[config.mk]
export PLATFORM = sky130hd
export DESIGN_NAME = multi_pattern_stream_matcher_flat
export DESIGN_NICKNAME = d
export VERILOG_FILES = /design/src/rtl/mpsm_pkg.sv /design/src/rtl/mpsm_in_if.sv /design/src/rtl/mpsm_out_if.sv /design/src/rtl/mpsm_regs.sv /design/src/rtl/mpsm_ctrl.sv /design/src/rtl/mpsm_datapath.sv /design/src/rtl/multi_pattern_stream_matcher.sv /design/src/flat_wrapper.sv
export SDC_FILE = /design/constraint.sdc
export NUM_CORES = 2
export LEC_CHECK = 0
export BUFFER_PORTS_ARGS = -buffer_cell sky130_fd_sc_hd__clkbuf_2
export CAP_MARGIN = 20
export CELL_PAD_IN_SITES_DETAIL_PLACEMENT = 1
export CELL_PAD_IN_SITES_GLOBAL_PLACEMENT = 1
export CORE_MARGIN = 2
export CORE_UTILIZATION = 25
export CTS_CLUSTER_DIAMETER = 80
export DETAILED_ROUTE_END_ITERATION = 10
export HOLD_SLACK_MARGIN = 0.06
export PLACE_DENSITY_LB_ADDON = 0.08
export SLEW_MARGIN = 15
export SYNTH_ARGS = -nofsm -noshare
export SYNTH_HDL_FRONTEND = slang
export SYNTH_HIERARCHICAL = 1
export SYNTH_SLANG_ARGS = --single-unit
[constraint.sdc]
create_clock -name clk -period 15 [get_ports clk]
set_input_delay 0.75 -clock clk [delete_from_list [all_inputs] [get_ports clk]]
set_output_delay 0.75 -clock clk [all_outputs]
set_load 0.05 [all_outputs]
[src/rtl/mpsm_pkg.sv]
// ---------------------------------------------------------------------------
// mpsm_pkg
// Sizes, field codes and control structs of the multi-pattern stream matcher.
// ---------------------------------------------------------------------------
package mpsm_pkg;

  localparam int NUM_PATTERNS    = 8;
  localparam int MAX_PATTERN_LEN = 32;
  localparam int CAPTURE_DEPTH   = 32;

  // fixed field widths
  localparam int FUNC_W  = 2;
  localparam int BYTE_W  = 8;
  localparam int SLOT_W  = 3;
  localparam int CPOS_W  = 5;
  localparam int PLEN_W  = 6;
  localparam int KIND_W  = 2;
  localparam int COUNT_W = 5;

  // derived internal widths
  localparam int POS_W  = $clog2(MAX_PATTERN_LEN);
  localparam int LEN_W  = $clog2(MAX_PATTERN_LEN + 1);
  localparam int FILL_W = $clog2(CAPTURE_DEPTH);
  localparam int TMO_W  = 32;

  // APB
  localparam int PADDR_W = 3;
  localparam int PDATA_W = 32;

  // input item functions
  localparam logic [FUNC_W-1:0] FUNC_BYTE = 2'd0;
  localparam logic [FUNC_W-1:0] FUNC_TICK = 2'd1;
  localparam logic [FUNC_W-1:0] FUNC_CHAR = 2'd2;
  localparam logic [FUNC_W-1:0] FUNC_LEN  = 2'd3;

  // result kinds
  localparam logic [KIND_W-1:0] KIND_BYTE     = 2'd0;
  localparam logic [KIND_W-1:0] KIND_MATCH    = 2'd1;
  localparam logic [KIND_W-1:0] KIND_TIMEOUT  = 2'd2;
  localparam logic [KIND_W-1:0] KIND_OVERFLOW = 2'd3;

  typedef struct packed {
    logic             capture_enable;
    logic [TMO_W-1:0] timeout_ticks;
  } mpsm_cfg_t;

  // controller -> datapath
  typedef struct packed {
    logic accept;       // input transfer this cycle
    logic eval;         // evaluate the latched stream byte
    logic dump_load;    // load next captured byte into the output register
    logic status_load;  // load the pending status into the output register
  } mpsm_cmd_t;

  // datapath -> controller
  typedef struct packed {
    logic tick_fire;  // a tick now would reach the timeout
    logic match;      // evaluated byte completes a pattern
    logic dump;       // match with captured bytes to emit
    logic overflow;   // unmatched byte hits a full capture store
    logic dump_done;  // current captured byte is the last one
    logic out_free;   // output register can take a result
  } mpsm_stat_t;

endpackage

[src/rtl/mpsm_in_if.sv]
// ---------------------------------------------------------------------------
// mpsm_in_if
// Input item channel: valid/ready handshake and the command fields.
// ---------------------------------------------------------------------------
interface mpsm_in_if;
  logic                         valid;
  logic                         ready;
  logic [mpsm_pkg::FUNC_W-1:0]  func;
  logic [mpsm_pkg::BYTE_W-1:0]  data_byte;
  logic [mpsm_pkg::SLOT_W-1:0]  pattern_slot;
  logic [mpsm_pkg::CPOS_W-1:0]  char_position;
  logic [mpsm_pkg::PLEN_W-1:0]  pattern_length;

  modport source (
    output valid, func, data_byte, pattern_slot, char_position, pattern_length,
    input  ready
  );
  modport sink (
    input  valid, func, data_byte, pattern_slot, char_position, pattern_length,
    output ready
  );
endinterface

[src/rtl/mpsm_out_if.sv]
// ---------------------------------------------------------------------------
// mpsm_out_if
// Result item channel: valid/ready handshake and the result fields.
// ---------------------------------------------------------------------------
interface mpsm_out_if;
  logic                          valid;
  logic                          ready;
  logic [mpsm_pkg::KIND_W-1:0]   kind;
  logic [mpsm_pkg::BYTE_W-1:0]   out_byte;
  logic [mpsm_pkg::SLOT_W-1:0]   match_slot;
  logic [mpsm_pkg::COUNT_W-1:0]  captured_count;
  logic                          last;

  modport source (
    output valid, kind, out_byte, match_slot, captured_count, last,
    input  ready
  );
  modport sink (
    input  valid, kind, out_byte, match_slot, captured_count, last,
    output ready
  );
endinterface

[src/rtl/mpsm_regs.sv]
// ---------------------------------------------------------------------------
// mpsm_regs
// APB register file: capture enable and timeout limit.
// ---------------------------------------------------------------------------
module mpsm_regs (
  input  logic                           clk,
  input  logic                           rst,
  input  logic                           psel,
  input  logic                           penable,
  input  logic                           pwrite,
  input  logic [mpsm_pkg::PADDR_W-1:0]   paddr,
  input  logic [mpsm_pkg::PDATA_W-1:0]   pwdata,
  output logic [mpsm_pkg::PDATA_W-1:0]   prdata,
  output logic                           pready,
  output mpsm_pkg::mpsm_cfg_t            cfg
);

  localparam logic REG_CAPTURE_ENABLE = 1'b0;
  localparam logic REG_TIMEOUT_TICKS  = 1'b1;

  logic wr_en;
  logic reg_sel;

  assign pready  = 1'b1;
  assign wr_en   = psel && penable && pwrite && pready;
  assign reg_sel = paddr[2];   // word index, byte lanes ignored

  always_ff @(posedge clk) begin
    if (rst) begin
      cfg <= '0;
    end else if (wr_en) begin
      case (reg_sel)
        REG_CAPTURE_ENABLE: cfg.capture_enable <= pwdata[0];
        REG_TIMEOUT_TICKS:  cfg.timeout_ticks  <= pwdata[mpsm_pkg::TMO_W-1:0];
        default: ;
      endcase
    end
  end

  always_comb begin
    case (reg_sel)
      REG_CAPTURE_ENABLE: prdata = {{(mpsm_pkg::PDATA_W-1){1'b0}}, cfg.capture_enable};
      REG_TIMEOUT_TICKS:  prdata = mpsm_pkg::PDATA_W'(cfg.timeout_ticks);
      default:            prdata = '0;
    endcase
  end

endmodule

[src/rtl/mpsm_ctrl.sv]
// ---------------------------------------------------------------------------
// mpsm_ctrl
// Sequencer: takes an item, evaluates stream bytes, emits result runs.
// ---------------------------------------------------------------------------
module mpsm_ctrl (
  input  logic                         clk,
  input  logic                         rst,
  input  logic                         in_valid,
  input  logic [mpsm_pkg::FUNC_W-1:0]  func,
  output logic                         in_ready,
  input  mpsm_pkg::mpsm_stat_t         stat,
  output mpsm_pkg::mpsm_cmd_t          cmd
);

  typedef enum logic [3:0] {
    ST_IDLE   = 4'b0001,
    ST_EVAL   = 4'b0010,
    ST_DUMP   = 4'b0100,
    ST_STATUS = 4'b1000
  } state_t;

  state_t state;
  state_t state_next;

  assign in_ready = (state == ST_IDLE);

  always_ff @(posedge clk) begin
    if (rst) begin
      state <= ST_IDLE;
    end else begin
      state <= state_next;
    end
  end

  always_comb begin
    state_next = state;
    cmd        = '0;
    cmd.accept = in_valid && in_ready;
    case (state)
      ST_IDLE: begin
        if (cmd.accept) begin
          if (func == mpsm_pkg::FUNC_BYTE) begin
            state_next = ST_EVAL;
          end else if (func == mpsm_pkg::FUNC_TICK && stat.tick_fire) begin
            state_next = ST_STATUS;
          end
        end
      end
      ST_EVAL: begin
        cmd.eval = 1'b1;
        if (stat.dump) begin
          state_next = ST_DUMP;
        end else if (stat.match || stat.overflow) begin
          state_next = ST_STATUS;
        end else begin
          state_next = ST_IDLE;
        end
      end
      ST_DUMP: begin
        if (stat.out_free) begin
          cmd.dump_load = 1'b1;
          if (stat.dump_done) begin
            state_next = ST_STATUS;
          end
        end
      end
      ST_STATUS: begin
        if (stat.out_free) begin
          cmd.status_load = 1'b1;
          state_next      = ST_IDLE;
        end
      end
      default: begin
        state_next = ST_IDLE;
      end
    endcase
  end

endmodule

[src/rtl/mpsm_datapath.sv]
// ---------------------------------------------------------------------------
// mpsm_datapath
// Pattern memories, per-slot match positions, capture store, idle timer
// and the output register.
// ---------------------------------------------------------------------------
module mpsm_datapath (
  input  logic                           clk,
  input  logic                           rst,
  input  mpsm_pkg::mpsm_cfg_t            cfg,
  input  mpsm_pkg::mpsm_cmd_t            cmd,
  output mpsm_pkg::mpsm_stat_t           stat,
  input  logic [mpsm_pkg::FUNC_W-1:0]    func,
  input  logic [mpsm_pkg::BYTE_W-1:0]    data_byte,
  input  logic [mpsm_pkg::SLOT_W-1:0]    pattern_slot,
  input  logic [mpsm_pkg::CPOS_W-1:0]    char_position,
  input  logic [mpsm_pkg::PLEN_W-1:0]    pattern_length,
  output logic                           out_valid,
  input  logic                           out_ready,
  output logic [mpsm_pkg::KIND_W-1:0]    kind,
  output logic [mpsm_pkg::BYTE_W-1:0]    out_byte,
  output logic [mpsm_pkg::SLOT_W-1:0]    match_slot,
  output logic [mpsm_pkg::COUNT_W-1:0]   captured_count,
  output logic                           last
);

  localparam int NP  = mpsm_pkg::NUM_PATTERNS;
  localparam int PW  = mpsm_pkg::POS_W;
  localparam int LW  = mpsm_pkg::LEN_W;
  localparam int FW  = mpsm_pkg::FILL_W;
  localparam int BW  = mpsm_pkg::BYTE_W;
  localparam int SW  = mpsm_pkg::SLOT_W;
  localparam int TW  = mpsm_pkg::TMO_W;

  // per-slot state
  logic [LW-1:0] len [NP];
  logic [PW-1:0] pos [NP];
  logic [BW-1:0] char_q [NP];

  // evaluation
  logic [BW-1:0] data_q;
  logic [LW-1:0] new_pos [NP];
  logic [NP-1:0] active;
  logic [NP-1:0] done;
  logic          act;
  logic          match_any;
  logic [SW-1:0] first;

  // capture
  logic [BW-1:0] cap_mem [mpsm_pkg::CAPTURE_DEPTH];
  logic [FW-1:0] fill;
  logic          cap_full;
  logic [FW-1:0] idx;
  logic [FW-1:0] rd_addr;
  logic [BW-1:0] rd_q;
  logic [FW-1:0] dump_cnt;

  // timer
  logic [TW-1:0] idle;
  logic [TW-1:0] idle_inc;
  logic          tick_fire;

  // pending status
  logic [mpsm_pkg::KIND_W-1:0]  st_kind;
  logic [SW-1:0]                st_slot;
  logic [mpsm_pkg::COUNT_W-1:0] st_count;

  logic slot_ok;
  logic cpos_ok;
  logic pat_we;
  logic cap_we;
  logic [LW-1:0] len_sat;

  assign slot_ok = ({1'b0, pattern_slot} < (SW + 1)'(NP));
  assign cpos_ok = ({1'b0, char_position} < (mpsm_pkg::CPOS_W + 1)'(mpsm_pkg::MAX_PATTERN_LEN));
  assign pat_we  = cmd.accept && func == mpsm_pkg::FUNC_CHAR && slot_ok && cpos_ok;
  assign len_sat = (pattern_length > mpsm_pkg::PLEN_W'(mpsm_pkg::MAX_PATTERN_LEN)) ?
                   LW'(mpsm_pkg::MAX_PATTERN_LEN) : LW'(pattern_length);

  // one pattern memory per slot, read continuously at that slot's position
  for (genvar g = 0; g < NP; g++) begin : g_slot
    logic [BW-1:0] pat_mem [mpsm_pkg::MAX_PATTERN_LEN];

    always_ff @(posedge clk) begin
      if (pat_we && pattern_slot == SW'(g)) begin
        pat_mem[char_position[PW-1:0]] <= data_byte;
      end
      char_q[g] <= pat_mem[pos[g]];
    end
  end

  // slot compare; list ends at the first empty slot, first completion wins
  always_comb begin
    act   = 1'b1;
    first = '0;
    for (int i = 0; i < NP; i++) begin
      act        = act && (len[i] != '0);
      active[i]  = act;
      new_pos[i] = (char_q[i] == data_q) ? LW'(pos[i]) + LW'(1) : '0;
      done[i]    = act && (new_pos[i] >= len[i]);
    end
    for (int i = NP - 1; i >= 0; i--) begin
      if (done[i]) begin
        first = SW'(i);
      end
    end
  end

  assign match_any = |done;
  assign cap_full  = (fill == FW'(mpsm_pkg::CAPTURE_DEPTH - 1));
  assign cap_we    = cmd.eval && !match_any && cfg.capture_enable && !cap_full;

  assign idle_inc  = (idle == '1) ? idle : idle + TW'(1);
  assign tick_fire = (cfg.timeout_ticks != '0) && (idle_inc >= cfg.timeout_ticks);

  always_comb begin
    if (cmd.eval) begin
      rd_addr = '0;
    end else if (cmd.dump_load) begin
      rd_addr = idx + FW'(1);
    end else begin
      rd_addr = idx;
    end
  end

  assign stat.tick_fire = tick_fire;
  assign stat.match     = match_any;
  assign stat.dump      = match_any && cfg.capture_enable && (fill != '0);
  assign stat.overflow  = !match_any && cfg.capture_enable && cap_full;
  assign stat.dump_done = ((FW + 1)'(idx) + (FW + 1)'(1)) == (FW + 1)'(dump_cnt);
  assign stat.out_free  = !out_valid || out_ready;

  // control state
  always_ff @(posedge clk) begin
    if (rst) begin
      fill <= '0;
      idle <= '0;
      for (int i = 0; i < NP; i++) begin
        len[i] <= '0;
        pos[i] <= '0;
      end
    end else begin
      if (cmd.accept) begin
        case (func)
          mpsm_pkg::FUNC_BYTE: idle <= '0;
          mpsm_pkg::FUNC_TICK: begin
            if (cfg.timeout_ticks != '0) begin
              idle <= tick_fire ? '0 : idle_inc;
            end
          end
          mpsm_pkg::FUNC_LEN: begin
            if (slot_ok) begin
              len[pattern_slot] <= len_sat;
              pos[pattern_slot] <= '0;
            end
          end
          default: ;
        endcase
      end
      if (cmd.eval) begin
        if (match_any) begin
          fill <= '0;
          for (int i = 0; i < NP; i++) begin
            pos[i] <= '0;
          end
        end else begin
          for (int i = 0; i < NP; i++) begin
            if (active[i]) begin
              pos[i] <= PW'(new_pos[i]);
            end
          end
          if (cfg.capture_enable) begin
            fill <= cap_full ? '0 : fill + FW'(1);
          end
        end
      end
    end
  end

  // capture store and payload
  always_ff @(posedge clk) begin
    if (cmd.accept) begin
      data_q <= data_byte;
    end
    if (cap_we) begin
      cap_mem[fill] <= data_q;
    end
    rd_q <= cap_mem[rd_addr];
    idx  <= rd_addr;
    if (cmd.accept && func == mpsm_pkg::FUNC_TICK) begin
      st_kind  <= mpsm_pkg::KIND_TIMEOUT;
      st_slot  <= '0;
      st_count <= '0;
    end else if (cmd.eval) begin
      dump_cnt <= cfg.capture_enable ? fill : '0;
      if (match_any) begin
        st_kind  <= mpsm_pkg::KIND_MATCH;
        st_slot  <= first;
        st_count <= cfg.capture_enable ? mpsm_pkg::COUNT_W'(fill) : '0;
      end else begin
        st_kind  <= mpsm_pkg::KIND_OVERFLOW;
        st_slot  <= '0;
        st_count <= '0;
      end
    end
  end

  // output register
  always_ff @(posedge clk) begin
    if (rst) begin
      out_valid <= 1'b0;
    end else if (cmd.dump_load || cmd.status_load) begin
      out_valid <= 1'b1;
    end else if (out_ready) begin
      out_valid <= 1'b0;
    end
  end

  always_ff @(posedge clk) begin
    if (cmd.dump_load) begin
      kind           <= mpsm_pkg::KIND_BYTE;
      out_byte       <= rd_q;
      match_slot     <= '0;
      captured_count <= '0;
      last           <= 1'b0;
    end else if (cmd.status_load) begin
      kind           <= st_kind;
      out_byte       <= '0;
      match_slot     <= st_slot;
      captured_count <= st_count;
      last           <= 1'b1;
    end
  end

endmodule

[src/rtl/multi_pattern_stream_matcher.sv]
// ---------------------------------------------------------------------------
// multi_pattern_stream_matcher
// Watches a byte stream for up to eight loaded strings at once. Each slot
// keeps its own match position; a byte equal to the slot's next character
// advances it, any other byte sends it back to zero without retesting that
// byte against the first character. Slots are scanned in order and the list
// stops at the first slot of length zero. On a completed pattern the block
// sends the bytes captured before it (one result transfer each, when capture
// is enabled), then a match status carrying the slot and the byte count,
// and clears every position and the capture store. An unmatched byte
// arriving at a full store (31 bytes held) gives an overflow status and
// empties the store. Ticks count idle time; reaching a nonzero limit gives a
// timeout status and restarts the count, match progress untouched. The last
// result of each item is flagged with last. Character writes, length writes
// and ticks that give no result are taken in the idle state; a stream byte
// also passes an evaluate state, as the per-slot pattern memories have a
// registered read. A status passes a status state; a match first sends its
// captured bytes one by one through the capture store's single read port.
// Results wait while ready is low. The result register lets the next item
// in while the final result of a run still waits to be taken. Pattern and
// capture stores come up undefined and need no clearing pass. Registers on
// the APB port: capture_enable at 0x0, timeout_ticks at 0x4; write only
// while the block is idle.
// ---------------------------------------------------------------------------
module multi_pattern_stream_matcher (
  input  logic                           clk,
  input  logic                           rst,
  mpsm_in_if.sink                        in_ch,
  mpsm_out_if.source                     out_ch,
  input  logic                           psel,
  input  logic                           penable,
  input  logic                           pwrite,
  input  logic [mpsm_pkg::PADDR_W-1:0]   paddr,
  input  logic [mpsm_pkg::PDATA_W-1:0]   pwdata,
  output logic [mpsm_pkg::PDATA_W-1:0]   prdata,
  output logic                           pready
);

  mpsm_pkg::mpsm_cfg_t  cfg;
  mpsm_pkg::mpsm_cmd_t  cmd;
  mpsm_pkg::mpsm_stat_t stat;

  // configuration registers
  mpsm_regs u_regs (
    .clk     (clk),
    .rst     (rst),
    .psel    (psel),
    .penable (penable),
    .pwrite  (pwrite),
    .paddr   (paddr),
    .pwdata  (pwdata),
    .prdata  (prdata),
    .pready  (pready),
    .cfg     (cfg)
  );

  // sequencer: owns the input handshake and the order of result transfers
  mpsm_ctrl u_ctrl (
    .clk      (clk),
    .rst      (rst),
    .in_valid (in_ch.valid),
    .func     (in_ch.func),
    .in_ready (in_ch.ready),
    .stat     (stat),
    .cmd      (cmd)
  );

  // compare, capture, timer and output register
  mpsm_datapath u_datapath (
    .clk            (clk),
    .rst            (rst),
    .cfg            (cfg),
    .cmd            (cmd),
    .stat           (stat),
    .func           (in_ch.func),
    .data_byte      (in_ch.data_byte),
    .pattern_slot   (in_ch.pattern_slot),
    .char_position  (in_ch.char_position),
    .pattern_length (in_ch.pattern_length),
    .out_valid      (out_ch.valid),
    .out_ready      (out_ch.ready),
    .kind           (out_ch.kind),
    .out_byte       (out_ch.out_byte),
    .match_slot     (out_ch.match_slot),
    .captured_count (out_ch.captured_count),
    .last           (out_ch.last)
  );

endmodule

[src/flat_wrapper.sv]
// flat-port wrapper written by rule: the top's interface ports become plain ports
module multi_pattern_stream_matcher_flat 
  (clk, rst, psel, penable, pwrite, paddr, pwdata, prdata, pready, in_ch_valid, in_ch_func, in_ch_data_byte, in_ch_pattern_slot, in_ch_char_position, in_ch_pattern_length, in_ch_ready, out_ch_valid, out_ch_kind, out_ch_out_byte, out_ch_match_slot, out_ch_captured_count, out_ch_last, out_ch_ready);
  mpsm_in_if in_ch_i ();
  mpsm_out_if out_ch_i ();
  input  logic clk;
  input  logic rst;
  input  logic psel;
  input  logic penable;
  input  logic pwrite;
  input  logic [mpsm_pkg::PADDR_W-1:0] paddr;
  input  logic [mpsm_pkg::PDATA_W-1:0] pwdata;
  output logic [mpsm_pkg::PDATA_W-1:0] prdata;
  output logic pready;
  input wire logic [$bits(in_ch_i.valid)-1:0] in_ch_valid;
  input wire logic [$bits(in_ch_i.func)-1:0] in_ch_func;
  input wire logic [$bits(in_ch_i.data_byte)-1:0] in_ch_data_byte;
  input wire logic [$bits(in_ch_i.pattern_slot)-1:0] in_ch_pattern_slot;
  input wire logic [$bits(in_ch_i.char_position)-1:0] in_ch_char_position;
  input wire logic [$bits(in_ch_i.pattern_length)-1:0] in_ch_pattern_length;
  output wire logic [$bits(in_ch_i.ready)-1:0] in_ch_ready;
  output wire logic [$bits(out_ch_i.valid)-1:0] out_ch_valid;
  output wire logic [$bits(out_ch_i.kind)-1:0] out_ch_kind;
  output wire logic [$bits(out_ch_i.out_byte)-1:0] out_ch_out_byte;
  output wire logic [$bits(out_ch_i.match_slot)-1:0] out_ch_match_slot;
  output wire logic [$bits(out_ch_i.captured_count)-1:0] out_ch_captured_count;
  output wire logic [$bits(out_ch_i.last)-1:0] out_ch_last;
  input wire logic [$bits(out_ch_i.ready)-1:0] out_ch_ready;
  assign in_ch_i.valid = in_ch_valid;
  assign in_ch_i.func = in_ch_func;
  assign in_ch_i.data_byte = in_ch_data_byte;
  assign in_ch_i.pattern_slot = in_ch_pattern_slot;
  assign in_ch_i.char_position = in_ch_char_position;
  assign in_ch_i.pattern_length = in_ch_pattern_length;
  assign in_ch_ready = in_ch_i.ready;
  assign out_ch_valid = out_ch_i.valid;
  assign out_ch_kind = out_ch_i.kind;
  assign out_ch_out_byte = out_ch_i.out_byte;
  assign out_ch_match_slot = out_ch_i.match_slot;
  assign out_ch_captured_count = out_ch_i.captured_count;
  assign out_ch_last = out_ch_i.last;
  assign out_ch_i.ready = out_ch_ready;
  multi_pattern_stream_matcher u_core (.clk(clk), .rst(rst), .in_ch(in_ch_i), .out_ch(out_ch_i), .psel(psel), .penable(penable), .pwrite(pwrite), .paddr(paddr), .pwdata(pwdata), .prdata(prdata), .pready(pready));
endmodule
==> metrics.cfg <==
[status]
outcome=finished, final reports clean

[route]
ant_nets=0
first_pass_iters=7
num_vias=53857
wl_per_cell_microns=28.1
vias_per_cell=4.60
drc=0
drt-initial-drc-count=4132
wl_mm=329

[timing]
setup_slack_ns=8.27
relSlewSlack_pct=21.3
rsz0062_at_grt=no
holdWs_ns=0.159
fin_worst_skew_ns=0.0577
setup_tns_ns=0
slew_violations=0
period_minus_slack_ns=6.73
setup_viol=0
finalCritPeriodShare_pct=44.9
worst_slew_pin_slew_ns=1.18
fmax_ghz=0.148
hold_violations=0

[power]
peakVddDrop_mv=0.0840
leakage_nw=37.6
power_density_nw_per_um2=132

[cts]
cts_hold_buf=30
clk_pin_slew_ns=0.06
post_cts_resized=0
cts_tree=built
cts_buffer_depth=4
post_cts_buffers=0
ctsHtreeMaxLevel=5
clk_latency_ns=0.94
cts.sinks=2586
clock-root-buffer=clkbuf_16
cts_made_buffers=313

[yosys]
synth_fp_nets=5829
ys_ff_latch=2586
syn_area_sq_um=104000
synth.yosys.seq_area_share_pct=72.7
synth_cell_types=87
yosysWarningCount=6
synthCells=5668
syn_area_per_cell_sq_um=18.3
synth_edf_count=2373
ys.flop_type=edfxtp_1
ys_async_sr_fraction_pct=0

[placement]
dpl_cell_area_sq_um=111000
dp_hpwl_mm=201
port_buffers=116
globalplace.congestion=0.739
pre_cts_ws_ns=8.10

[worst_hold_path]
min_from=pwdata[1]
hold_depth=3
hold_class=input pin to flop
worstHoldEndpoint=u_core/u_regs/cfg[1]

[floorplan]
ios=120
rows=236
core_area_sq_um=413000
die_area_sq_um=421000
initial_core_util_pct=25.1
die_x_microns=649
die_h_microns=649

[finish]
multi_input_area_sq_um=26700
postLayoutCoreUtil_pct=29.5
layout_common_cells=2373 x edfxtp_1, 640 x mux4_2, 459 x nor2_1
syn_to_final_growth_pct=17.3
layout.nets=6124
stdcell_area_sq_um=122000
seqCellArea_sq_um=75600
fillers=42270
mostFrequentLayoutCell=edfxtp_1
drive_gt1_share_pct=23.7

[job]
cap_violations=0

[global_route]
grt_pass1_vias=57166
grt_util_met1_pct=21.4
grt_usage_pct=15.4
grt_pass1_wl_mm=459
grt.busiest_layer=met2
grtUsageMet2_pct=24.5
antenna_found_initial=47
grt_max_degree=153
met3_usage_pct=2.86
overflow=0

[critical_path]
reg2reg_slack_ns=8.27
rr_worst_depth=16
worst_ep_arrival_time_ns=7.24
setup.worst_path.start_class=flop
crit_type=flop to flop
required_ns=15.51
cp_max_fo=35
worstSetupEndpointType=flop
reg2reg_to=u_core/u_datapath/cap_mem[18][1]
reg2reg_from=u_core/u_datapath/data_q[3]

how the worst max path moves through the flow:
stage                                       endpoint                         from  cells past startpoint
floorplan           u_core/u_datapath/cap_mem[11][0]  u_core/u_datapath/data_q[4]                     15
global placement    u_core/u_datapath/cap_mem[19][3]  u_core/u_datapath/data_q[3]                     16
detailed placement  u_core/u_datapath/cap_mem[18][3]  u_core/u_datapath/data_q[3]                     16
CTS                 u_core/u_datapath/cap_mem[18][1]  u_core/u_datapath/data_q[3]                     16
global route        u_core/u_datapath/cap_mem[18][1]  u_core/u_datapath/data_q[2]                     15
finish              u_core/u_datapath/cap_mem[18][1]  u_core/u_datapath/data_q[3]                     16
area by class of cell:
cell class                 instances  share of cell area, %
sequential                      2586                   62.0
multi-input combinational       2667                   22.0
clock buffer                     402                   6.89
tap                             5474                   5.62
timing repair buffer             293                   1.80
clock inverter                   162                   1.35
inverter                         102                  0.315
antenna                           21                 0.0431
critical path: stages, from the launching register on:
cell      delay (ns)
edfxtp_1        0.86
buf_4           0.67
xor2_1          0.14
nor4_1          0.70
nand2_1         0.26
inv_1           0.20
o21a_1          0.15
ha_1            0.22
o21a_1          0.17
o21ai_0         0.15
a21oi_1         0.09
a311oi_1        0.45
o22ai_2         0.18
nor2_2          0.11
buf_4           0.27
nand3_1         0.61
nor2_1          1.03
cell families after synthesis:
logic type,share of synthesized area [%]
compound gates,2.11
flops,72.7
other cells,0.00361
mux,14.9
fa+ha+maj,1.14
xor+xnor,1.00
buf+inv,1.61
simple gates,6.47
sequential cells by signal, indices dropped and copies added, names as in the netlist, 8 cells and up:
signal	cells
u_core/u_datapath/g_slot.pat_mem	2048
u_core/u_datapath/cap_mem	256
u_core/u_datapath/char_q	64
u_core/u_datapath/len	48
u_core/u_datapath/pos	40
u_core/u_regs/cfg	33
u_core/u_datapath/idle	32
u_core/u_datapath/data_q	8
u_core/u_datapath/out_byte	8
u_core/u_datapath/rd_q	8
synth_stat cells, drive strengths merged, types with 9 or more instances:
master  count  area share [%]
mux2i      47            0.45
mux2       57            0.62
mux4      640              14
nand2     420             1.5
a21oi      52            0.25
nor2b      19            0.11
and4       10           0.084
a22o       10           0.084
nor4       30            0.21
edfxtp   2373              69
a32oi      16            0.15
buf        68            0.36
clkbuf    245            0.89
xnor2      28            0.24
a311o      17            0.16
nand3     166            0.80
and3       54            0.33
ha         95             1.1
a31oi      16           0.096
dfxtp     213             4.1
xor2       91            0.77
nor2      463             1.7
o211ai      9           0.065
or2        12           0.072
and2       55            0.33
inv       102            0.37
nand3b     10           0.084
nand4      34            0.20
a311oi     44            0.38
a21o       24            0.17
nor3       33            0.18
a211oi      9           0.065
o21ai      21            0.10
nand2b     86            0.52
nor3b       9           0.075
metal layers:
metal  vias to the layer above  part of all wire, %
met5                         -                    0
met4                         0                  2.7
li1                      23161                    -
met1                     28983                   46
met3                       419                  5.1
met2                      1294                   47
metrics by stage:
step	total power, mW	instances
after detailed placement	8.76	11078
after CTS	16.4	11672
after global placement	8.74	11073
after floorplan	8.39	5668
after global routing	16.7	11695
final	16.1	11707
where the power goes:
group | internal [mW] | switching (mW) | total [mW]
Clock | 4.37 | 3.12 | 7.49
Combinational | 0.136 | 0.503 | 0.639
Sequential | 7.92 | 0.0280 | 7.95
Total | 12.4 | 3.65 | 16.1
Power figures use the tool's default switching activity.
